--- config.mk ---
export PLATFORM = sky130hd
export DESIGN_NAME = signed_int_to_radix_symbols_core
export DESIGN_NICKNAME = d
export VERILOG_FILES = /design/src/rtl/sirs_pkg.sv /design/src/rtl/signed_int_to_radix_symbols_core.sv
export SDC_FILE = /design/constraint.sdc
export NUM_CORES = 1
export LEC_CHECK = 0
export BUFFER_PORTS_ARGS = -buffer_cell sky130_fd_sc_hd__buf_2
export CAP_MARGIN = 5
export CELL_PAD_IN_SITES_DETAIL_PLACEMENT = 1
export CELL_PAD_IN_SITES_GLOBAL_PLACEMENT = 2
export CORE_MARGIN = 2
export CORE_UTILIZATION = 41
export CTS_CLUSTER_SIZE = 20
export DETAILED_ROUTE_END_ITERATION = 10
export GPL_TIMING_DRIVEN = 0
export PLACE_DENSITY = 0.9
export SLEW_MARGIN = 20
export SYNTH_ARGS = -nofsm -noshare
export SYNTH_HDL_FRONTEND = slang
export SYNTH_SLANG_ARGS = --single-unit
--- constraint.sdc ---
create_clock -name clk_i -period 9.59 [get_ports clk_i]
set_input_delay 0.959 -clock clk_i [delete_from_list [all_inputs] [get_ports clk_i]]
set_output_delay 0.959 -clock clk_i [all_outputs]
set_load 0.1 [all_outputs]
--- src/rtl/sirs_pkg.sv ---
// Shared constants for the signed integer to radix symbol converter.
package sirs_pkg;

  localparam int VALUE_BITS  = 32;
  localparam int MAX_RADIX   = 16;
  localparam int ALPHA_SYMS  = 16;
  localparam int DIGIT_W     = 4;
  localparam int STEP_BITS   = 4;
  localparam int STEPS       = (VALUE_BITS + STEP_BITS - 1) / STEP_BITS;
  localparam int MAG_W       = STEPS * STEP_BITS;
  localparam int STEP_CNT_W  = (STEPS > 1) ? $clog2(STEPS) : 1;
  localparam int DIGIT_DEPTH = VALUE_BITS;
  localparam int DCNT_W      = $clog2(DIGIT_DEPTH + 1);
  localparam int RADIX_W     = 5;
  localparam int CFG_IDX_W   = 2;
  localparam int CFG_DATA_W  = 64;

  localparam logic [7:0] SYM_PLUS  = 8'h2B;
  localparam logic [7:0] SYM_MINUS = 8'h2D;
  localparam logic [7:0] SYM_SPACE = 8'h20;
  localparam logic [7:0] SYM_NUL   = 8'h00;

  localparam logic [CFG_IDX_W-1:0] REG_ALPHA_LOW  = 2'd0;
  localparam logic [CFG_IDX_W-1:0] REG_ALPHA_HIGH = 2'd1;
  localparam logic [CFG_IDX_W-1:0] REG_RADIX      = 2'd2;

  localparam logic [63:0] ALPHA_LOW_RST  = 64'h3736353433323130;
  localparam logic [63:0] ALPHA_HIGH_RST = 64'h0000000000003938;
  localparam logic [RADIX_W-1:0] RADIX_RST = 5'd10;

endpackage

--- src/rtl/signed_int_to_radix_symbols_core.sv ---
// Signed integer to radix symbol converter, top level.
//
// Usage: an item on the input channel (value_i) is a signed number. The block
// emits its text on the output channel, one symbol per item: a '-' first for a
// negative value, then digits most significant first, is_last_o on the final
// one. If the alphabet or radix fails validation a single item with symbol 0,
// base_invalid_o and is_last_o set is emitted instead.
// Configuration writes (cfg_we_i, cfg_idx_i, cfg_data_i) take effect at once
// and must only be issued while the block is idle.
// Per input item: validation walks one alphabet symbol per cycle over the
// first radix symbols (an out-of-range radix fails on the first check); each
// digit is then found by the 4-bit serial divider; symbols leave the digit
// stack one per cycle while the receiver is ready. One item is converted at
// a time; a new item is accepted as soon as the last symbol sits in the
// output register.
// A stalled receiver holds the output register and freezes the symbol walk.
// Reset restores the default alphabet "0123456789" with radix 10 and
// leaves the block idle with no output pending.
module signed_int_to_radix_symbols_core (
  input  logic                                clk_i,
  input  logic                                rst_ni,
  input  logic                                in_valid_i,
  output logic                                in_ready_o,
  input  logic signed [sirs_pkg::VALUE_BITS-1:0] value_i,
  output logic                                out_valid_o,
  input  logic                                out_ready_i,
  output logic [7:0]                          symbol_o,
  output logic                                is_last_o,
  output logic                                base_invalid_o,
  input  logic                                cfg_we_i,
  input  logic [sirs_pkg::CFG_IDX_W-1:0]      cfg_idx_i,
  input  logic [sirs_pkg::CFG_DATA_W-1:0]     cfg_data_i
);

  typedef enum logic [3:0] {
    ST_IDLE  = 4'b0001,
    ST_CHECK = 4'b0010,
    ST_DIV   = 4'b0100,
    ST_EMIT  = 4'b1000
  } state_e;

  typedef logic [sirs_pkg::DIGIT_W-1:0] digit_t;

  state_e state_q, state_d;

  logic [63:0] alpha_low_q, alpha_high_q;
  logic [sirs_pkg::RADIX_W-1:0] radix_q;

  logic [sirs_pkg::MAG_W-1:0]      mag_q, mag_d;
  logic [sirs_pkg::DIGIT_W-1:0]    rem_q, rem_d;
  logic [sirs_pkg::STEP_CNT_W-1:0] step_q, step_d;
  logic [sirs_pkg::DCNT_W-1:0]     cnt_q, cnt_d;
  logic [3:0]                      chk_q, chk_d;
  logic                            neg_q, neg_d;
  digit_t                          digits_q [sirs_pkg::DIGIT_DEPTH];
  digit_t                          digits_d [sirs_pkg::DIGIT_DEPTH];

  logic       out_valid_q, out_valid_d;
  logic [7:0] sym_q, sym_d;
  logic       last_q, last_d;
  logic       inv_q, inv_d;

  logic       out_free;
  logic [7:0] chk_sym;
  logic       radix_bad;
  logic       sym_bad;
  logic       chk_end;
  logic [7:0] div_res;
  logic [sirs_pkg::MAG_W-1:0] mag_shift;
  logic [sirs_pkg::VALUE_BITS-1:0] in_mag;

  function automatic logic [7:0] sym_at(logic [63:0] lo, logic [63:0] hi, logic [3:0] idx);
    logic [63:0] word;
    word = idx[3] ? hi : lo;
    return word[{idx[2:0], 3'b000} +: 8];
  endfunction

  // One radix-16 step of long division: x < 16 * b gives a 4-bit quotient.
  function automatic logic [7:0] div_step(logic [7:0] x, logic [sirs_pkg::RADIX_W-1:0] b);
    logic [8:0] r;
    logic [8:0] sub;
    logic [3:0] q;
    r = {1'b0, x};
    q = '0;
    for (int k = 3; k >= 0; k--) begin
      sub = {4'b0000, b} << k;
      if (r >= sub) begin
        r = r - sub;
        q[k] = 1'b1;
      end
    end
    return {q, r[3:0]};
  endfunction

  // Configuration registers.
  always_ff @(posedge clk_i or negedge rst_ni) begin
    if (!rst_ni) begin
      alpha_low_q  <= sirs_pkg::ALPHA_LOW_RST;
      alpha_high_q <= sirs_pkg::ALPHA_HIGH_RST;
      radix_q      <= sirs_pkg::RADIX_RST;
    end else if (cfg_we_i) begin
      unique case (cfg_idx_i)
        sirs_pkg::REG_ALPHA_LOW:  alpha_low_q  <= cfg_data_i[63:0];
        sirs_pkg::REG_ALPHA_HIGH: alpha_high_q <= cfg_data_i[63:0];
        sirs_pkg::REG_RADIX:      radix_q      <= cfg_data_i[sirs_pkg::RADIX_W-1:0];
        default: ;
      endcase
    end
  end

  assign out_free  = !out_valid_q || out_ready_i;
  assign in_ready_o = (state_q == ST_IDLE);
  assign in_mag = value_i[sirs_pkg::VALUE_BITS-1] ?
                  (~value_i + sirs_pkg::VALUE_BITS'(1)) : value_i;

  // Validation of the symbol under check against the forbidden set and the
  // symbols after it.
  always_comb begin
    chk_sym   = sym_at(alpha_low_q, alpha_high_q, chk_q);
    radix_bad = (radix_q < 5'd2) || (radix_q > 5'(sirs_pkg::MAX_RADIX));
    sym_bad   = (chk_sym == sirs_pkg::SYM_PLUS) || (chk_sym == sirs_pkg::SYM_MINUS) ||
                (chk_sym == sirs_pkg::SYM_SPACE) || (chk_sym == sirs_pkg::SYM_NUL);
    for (int j = 0; j < sirs_pkg::ALPHA_SYMS; j++) begin
      if ((5'(j) > {1'b0, chk_q}) && (5'(j) < radix_q) &&
          (sym_at(alpha_low_q, alpha_high_q, 4'(j)) == chk_sym)) begin
        sym_bad = 1'b1;
      end
    end
    chk_end = ({1'b0, chk_q} == (radix_q - 5'd1));
  end

  assign div_res   = div_step({rem_q, mag_q[sirs_pkg::MAG_W-1 -: sirs_pkg::STEP_BITS]},
                              radix_q);
  assign mag_shift = {mag_q[sirs_pkg::MAG_W-sirs_pkg::STEP_BITS-1:0], div_res[7:4]};

  always_comb begin
    state_d     = state_q;
    mag_d       = mag_q;
    rem_d       = rem_q;
    step_d      = step_q;
    cnt_d       = cnt_q;
    chk_d       = chk_q;
    neg_d       = neg_q;
    digits_d    = digits_q;
    out_valid_d = out_valid_q && !out_ready_i;
    sym_d       = sym_q;
    last_d      = last_q;
    inv_d       = inv_q;

    unique case (state_q)
      ST_IDLE: begin
        if (in_valid_i) begin
          mag_d   = sirs_pkg::MAG_W'(in_mag);
          neg_d   = value_i[sirs_pkg::VALUE_BITS-1];
          chk_d   = '0;
          state_d = ST_CHECK;
        end
      end
      ST_CHECK: begin
        if (radix_bad || sym_bad) begin
          // Hold until the output register frees, then flag the base.
          if (out_free) begin
            out_valid_d = 1'b1;
            sym_d       = sirs_pkg::SYM_NUL;
            last_d      = 1'b1;
            inv_d       = 1'b1;
            state_d     = ST_IDLE;
          end
        end else if (chk_end) begin
          rem_d   = '0;
          step_d  = '0;
          cnt_d   = '0;
          state_d = ST_DIV;
        end else begin
          chk_d = chk_q + 4'd1;
        end
      end
      ST_DIV: begin
        mag_d = mag_shift;
        rem_d = div_res[3:0];
        if (step_q == sirs_pkg::STEP_CNT_W'(sirs_pkg::STEPS - 1)) begin
          // Remainder is the next digit; push it onto the stack.
          digits_d[0] = div_res[3:0];
          for (int k = 1; k < sirs_pkg::DIGIT_DEPTH; k++) begin
            digits_d[k] = digits_q[k-1];
          end
          cnt_d  = cnt_q + sirs_pkg::DCNT_W'(1);
          rem_d  = '0;
          step_d = '0;
          if (mag_shift == '0) begin
            state_d = ST_EMIT;
          end
        end else begin
          step_d = step_q + sirs_pkg::STEP_CNT_W'(1);
        end
      end
      ST_EMIT: begin
        if (out_free) begin
          out_valid_d = 1'b1;
          inv_d       = 1'b0;
          if (neg_q) begin
            sym_d  = sirs_pkg::SYM_MINUS;
            last_d = 1'b0;
            neg_d  = 1'b0;
          end else begin
            // Pop the most significant digit.
            sym_d  = sym_at(alpha_low_q, alpha_high_q, digits_q[0]);
            last_d = (cnt_q == sirs_pkg::DCNT_W'(1));
            for (int k = 0; k < sirs_pkg::DIGIT_DEPTH - 1; k++) begin
              digits_d[k] = digits_q[k+1];
            end
            digits_d[sirs_pkg::DIGIT_DEPTH-1] = '0;
            cnt_d = cnt_q - sirs_pkg::DCNT_W'(1);
            if (cnt_q == sirs_pkg::DCNT_W'(1)) begin
              state_d = ST_IDLE;
            end
          end
        end
      end
      default: state_d = ST_IDLE;
    endcase
  end

  always_ff @(posedge clk_i or negedge rst_ni) begin
    if (!rst_ni) begin
      state_q     <= ST_IDLE;
      step_q      <= '0;
      cnt_q       <= '0;
      chk_q       <= '0;
      neg_q       <= 1'b0;
      out_valid_q <= 1'b0;
    end else begin
      state_q     <= state_d;
      step_q      <= step_d;
      cnt_q       <= cnt_d;
      chk_q       <= chk_d;
      neg_q       <= neg_d;
      out_valid_q <= out_valid_d;
    end
  end

  always_ff @(posedge clk_i) begin
    mag_q    <= mag_d;
    rem_q    <= rem_d;
    digits_q <= digits_d;
    sym_q    <= sym_d;
    last_q   <= last_d;
    inv_q    <= inv_d;
  end

  assign out_valid_o    = out_valid_q;
  assign symbol_o       = sym_q;
  assign is_last_o      = last_q;
  assign base_invalid_o = inv_q;

  a_inv_form: assert property (@(posedge clk_i) disable iff (!rst_ni)
    out_valid_o && base_invalid_o |-> is_last_o && (symbol_o == sirs_pkg::SYM_NUL))
    else $error("invalid-base item malformed");

  a_busy_after_accept: assert property (@(posedge clk_i) disable iff (!rst_ni)
    in_valid_i && in_ready_o |=> !in_ready_o)
    else $error("input accepted while conversion still running");

  a_emit_has_digits: assert property (@(posedge clk_i) disable iff (!rst_ni)
    (state_q == ST_EMIT) |-> (cnt_q != '0))
    else $error("digit stack empty while emitting");

  a_stack_bound: assert property (@(posedge clk_i) disable iff (!rst_ni)
    cnt_q <= sirs_pkg::DCNT_W'(sirs_pkg::DIGIT_DEPTH))
    else $error("digit stack overflow");

endmodule
* Word level (Yosys, flattened, before mapping)
Index checks and enable logic that the tools add are counted.
** Word-level totals
- Flip-flop bits (word level) :: 326
- Output and inout bits :: 12
- Input port bits :: 103
** Operators by class
- Equal/unequal tests :: 40
- Shift operators :: 2
- $lt $le $gt $ge :: 36
- Bitwise gates (word level) :: 1
- $add $sub $neg :: 10
- Reduce and logical (&&, ||, !) cells :: 60
- Mux-type cells :: 77
** Operator list (number)
- two-way mux 128 bit :: 3
- case mux 128 bit (2 select lines) :: 1
- two-way mux 64 bit :: 2
- indexed part select 64 x 7 -> 8 bit :: 2
- equality test 8 bit :: 15
- two-way mux 32 bit :: 2
- two-way mux 4 bit :: 16
- case mux 32 bit (2 select lines) :: 1
- less-than comparator 4 x 5 -> 1 bit (first input constant) :: 8
- adder 32 x 2 -> 32 bit (second input constant) :: 1
- greater-than comparator 4 bit (first input constant) :: 8
- logical NOT 32 bit :: 1
- two-way mux 8 bit :: 4
- inverter 32 bit :: 1
- logical AND 1 bit :: 31
- two-way mux 6 bit :: 5
- two-way mux 1 bit :: 27
- two-way mux 9 bit :: 3
- equality test 8 x 6 -> 1 bit (second input constant) :: 3
- != test 2 bit (second input constant) :: 11
- less-than comparator 3 x 5 -> 1 bit (first input constant) :: 4
- case mux 6 bit (3 select lines) :: 1
- greater-than comparator 3 x 4 -> 1 bit (first input constant) :: 4
- case mux 4 bit (2 select lines) :: 2
- 45 further kinds :: 70

* Logic depth before layout (Yosys ltp)
- Depth after elaboration :: 24
- Gate-level depth with buffers :: 37
- Depth with buffers taken out :: 37

* Worst setup path after synthesis
Ideal clock, no wire load.
- Kind :: reg2reg
- Start :: reg out_valid_q (netlist: out_valid_o)
- End :: reg cnt_q[0] (netlist name)
- Buffers on the path :: 0
- Slack :: 1193 ps
- Stages on the path, launching flop included :: 6
- Clock period less this slack :: 8397 ps
- Arrival time :: 8287 ps
- Cells stage by stage :: dfrtp_1 -> nor2b_1 -> o21ai_0 -> nand2_1 -> a21oi_1 -> mux2_2
** Between the ends
- Longest elaborated chain between the ends :: 4
** Ends and longest elaborated chain
- start, declared :: RTL line signed_int_to_radix_symbols_core.sv:58 : logic out_valid_q, out_valid_d;
- start signal, assigned :: RTL line signed_int_to_radix_symbols_core.sv:238 : out_valid_q <= out_valid_d;
- logical NOT 1 bit :: RTL line signed_int_to_radix_symbols_core.sv:111 : assign out_free = !out_valid_q || out_ready_i;
- logical OR 1 bit :: RTL line signed_int_to_radix_symbols_core.sv:111
- != test 2 bit (no source line)
- AND reduction 6 bit (no source line)
- end signal, assigned :: RTL line signed_int_to_radix_symbols_core.sv:235 : cnt_q <= cnt_d;
- end, declared :: RTL line signed_int_to_radix_symbols_core.sv:52 : logic [sirs_pkg::DCNT_W-1:0] cnt_q, cnt_d;
No other way between the ends.
A chain may end at the register's enable or synchronous reset.

==> out/metrics.csv <==
stage;metric;value;unit
outcome;status;finished clean;
sta;finalClockSkew;0.0261;ns
power;p_clk_share;20.5;%
placement;dpl_cell_area;22000;um^2
drt;post-route-drc-count;0;
sta;finalSetupViolCount;0;
floorplan;die_w;227;um
clock_tree;root_buffer;clkbuf_16;
synth;synthFlopType;edfxtp_1;
clock_tree;clk_pin_slew;0.06;ns
placement;place_inst;2763;
drt;routed_via_density;5.95;
setup_path;path_class;flop to flop;
setup_path;critPathCaptureType;flop;
worst_hold_path;worstHoldPathType;primary input to asynchronous set/reset pin;
power;vdd_ir_drop_max;0.000178;V
setup_path;max_stage_delay;0.60;ns
floorplan;dieArea;51600;um^2
clock_tree;clk_latency;0.59;ns
layout;diodes;0;
grt;grt_pass1_vias;17600;
synth;async_flop_share;46.6;%
floorplan;boundaryPins;115;
clock_tree;ctsHoldBuffers;0;
sta;worst_pin_slew;1.14;ns
setup_path;reg2reg_depth;35;
grt;grt_max_degree;94;
sta;finalMaxSlewViolations;0;
setup_path;critPathArrivalTime;9.32;ns
grt;grt_pass1_wl;110;mm
placement;pre_cts_slack;0.0473;ns
job;cap_viol_max_count;0;
placement;io_buffers;114;
clock_tree;clkSinkCount;326;
drt;initialDrtViolationCount;1717;
setup_path;critPathMaxFanout;10;
placement;hpwl;55.8;mm
clock_tree;cts_buffers;38;
synth;yosysUniqueCellTypes;94;
floorplan;start_util;41.6;%
setup_path;cp_slowest_cell;dfstp_2;
power;p_leak;9.00;nW
power;combinationalPowerShare;49.2;%
power;swShare;42.9;%
synth;synth_warnings;0;
drt;dr.pass1.iters;5;
synth;synth_edf_count;174;
clock_tree;cts_buffer_depth;3;
power;power_density;300;nW/um^2
drt;final_antenna_net_count;0;
setup_path;rrSetupSlack;0.57;ns
power;power.total;6.99;mW
synth;syn-num-nets;2117;
sta;rsz0062_at_grt;false;
drt;post_drt_wl_per_cell;25.6;um
grt;antenna_found_initial;0;
sta;setup_slack;0.574;ns
sta;fmax;0.111;GHz
sta;relSlewSlack;23.7;%
layout;drive_above_1_share;22.2;%
floorplan;rows;81;
power;p_int;4.00;mW
grt;grt.total_usage;28.6;%
floorplan;fp.coreArea;49100;um^2
setup_path;start_kind;flop;
placement;globalplace.congestion;1.02;
setup_path;worstSetupStartpoint;radix_q[1]$_DFFE_PN1P_;
power;pwr-share-seq;30.3;%
layout;stdcell_area;23300;um^2
setup_path;reg2reg_to;digits_q[126]$_DFFE_PP_;
drt;vias;16900;
synth;synth_area;20400;um^2
setup_path;endpoint;digits_q[126]$_DFFE_PP_;
setup_path;critPathRequiredTime;9.89;ns
layout;area.growth.synth_to_final;14.3;%
floorplan;die_y;227;um
sta;hold_viol;0;
synth;ys_seq_area_share;44.5;%
power;p_sw;3.00;mW
synth;avgSynthCellArea;10.3;um^2
clock_tree;h-tree-depth;2;
layout;stdcell_count;2840;
synth;ys_seq_elements;326;
synth;netlist_instances;1978;
sta;final.min_clock_period;9.02;ns
clock_tree;cts_tree;yes;
grt;gr-total-overflow;0;
layout;nets;2285;
drt;wl;72.8;mm
sta;post-route-period-util;94.0;%
setup_path;rr_startpoint;radix_q[1]$_DFFE_PN1P_;
power by group through the flow:
stage | Combinational (mW) | Sequential [mW] | Clock, mW
after global routing | 3.69 | 2.15 | 1.52
after floorplan | 2.30 | 2.08 | 0
after CTS | 3.36 | 2.11 | 1.47
after global placement | 3.19 | 2.15 | 0
final | 3.44 | 2.12 | 1.43
after detailed placement | 3.32 | 2.14 | 0
metal layers:
layer  global-route usage, %  up-vias  wire length (um)
met4                    14.7        0              4160
met2                    48.4      644             34800
met1                    35.6     8493             29600
met5                       0        -                 0
met3                    4.18      193              4310
li1                        -     7570                 -
final cells by class:
| type | count | area (um^2) |
|---|---|---|
| Tap cell | 664 | 831 |
| Timing Repair Buffer | 128 | 821 |
| Clock inverter | 11 | 128 |
| Multi-Input combinational cell | 1497 | 10700 |
| Clock buffer | 59 | 1080 |
| Buffer | 111 | 493 |
| Sequential cell | 326 | 9080 |
| Fill cell | 5526 | 25700 |
| Inverter | 44 | 165 |
cells in the mapped netlist (13+ instances only):
| master | count | area, um^2 |
|---|---|---|
| or3_1 | 24 | 150 |
| inv_1 | 41 | 154 |
| nor4_1 | 19 | 119 |
| o21ai_0 | 102 | 510 |
| dfrtp_1 | 114 | 2850 |
| o22ai_1 | 30 | 188 |
| o21a_1 | 13 | 97.6 |
| ha_1 | 32 | 400 |
| edfxtp_1 | 174 | 5230 |
| mux4_2 | 50 | 1130 |
| mux2i_1 | 62 | 621 |
| nand3_1 | 27 | 135 |
| a21o_1 | 13 | 97.6 |
| mux2_2 | 149 | 1680 |
| dfstp_2 | 38 | 998 |
| a21oi_1 | 41 | 205 |
| nor2_1 | 56 | 210 |
| a211oi_1 | 13 | 97.6 |
| xor2_1 | 57 | 499 |
| clkbuf_1 | 85 | 319 |
| nor3_1 | 37 | 185 |
| xnor2_1 | 66 | 578 |
| nand2_1 | 458 | 1720 |
| nand4_1 | 15 | 93.8 |
cells by family (layout without fill, tap and decap cells):
logic type | Yosys count | count (layout) | synth area share (%)
buf+inv | 155 | 353 | 3.21
xor+xnor | 123 | 123 | 5.28
fa+ha+maj | 36 | 36 | 2.36
compound gates | 336 | 336 | 11.1
mux | 262 | 262 | 16.9
flops | 326 | 326 | 44.5
simple gates | 740 | 740 | 16.7
timing repair:
action	4_1_cts	5_1_grt
resized for setup	1	1
pin swaps	0	1
setup buffers	0	4
endpoints found under the setup margin	1	11
endpoints found under the hold margin	0	0
flip-flops by register name, summed over array words and instances (netlist names):
name and flops:
digits_q 128, step_q 3, alpha_high_q 64, state_q 4, alpha_low_q 64, out_valid_o 1
symbol_o 8, cnt_q 6, base_invalid_o 1, radix_q 5, chk_q 4, mag_q 32
neg_q 1, rem_q 4, is_last_o 1
worst min path at each step:
stage | end | startpoint | slack [ns]
5_1_grt | alpha_high_q[44]$_DFFE_PN0P_ | rst_ni | 0.34
2_1_floorplan | digits_q[4]$_DFFE_PP_ | digits_q[0]$_SDFFCE_PP0P_ | 0.48
3_3_place_gp | digits_q[7]$_DFFE_PP_ | digits_q[3]$_SDFFCE_PP0P_ | 0.50
6_report | alpha_high_q[52]$_DFFE_PN0P_ | rst_ni | 0.30
4_1_cts | alpha_high_q[36]$_DFFE_PN0P_ | rst_ni | 0.31
3_5_place_dp | digits_q[7]$_DFFE_PP_ | digits_q[3]$_SDFFCE_PP0P_ | 0.51
per-stage QoR:
stage	TNS [ns]	hold WS [ns]	util [%]
CTS	0	0.309	47.4
detailed placement	0	0.507	44.9
global placement	-174.46	0.500	44.4
global route	0	0.340	47.5
floorplan	0	0.484	-
finish	0	0.298	47.5
critical path, delay by kind of cell, from the launching register on:
| kind | cells | cell delay (ns) |
|---|---|---|
| simple gates | 8 | 1.15 |
| compound gates | 16 | 3.52 |
| buf+inv | 5 | 1.10 |
| mux | 2 | 0.80 |
| fa+ha+maj | 4 | 1.57 |
| flops | 1 | 0.60 |
placed cells by master, fill, tap and decap left out, drive strengths merged, types with 8 or more instances in the layout:
master / n
nand2: 459
edfxtp: 174
buf: 154
mux2: 150
clkbuf: 144
dfrtp: 114
o21ai: 105
xnor2: 66
mux2i: 62
nor2: 62
xor2: 57
mux4: 50
inv: 43
a21oi: 42
dfstp: 38
nor3: 37
ha: 32
o22ai: 30
nand3: 27
or3: 26
nor4: 19
nand4: 15
a21o: 13
o21a: 13
a211oi: 13
or4: 13
o31ai: 12
nand2b: 12
a31oi: 11
and2: 10
or2: 10
clkinv: 10
nor2b: 9
o211ai: 9
nand4b: 8
Note: power is estimated with default switching activity, not from simulation.
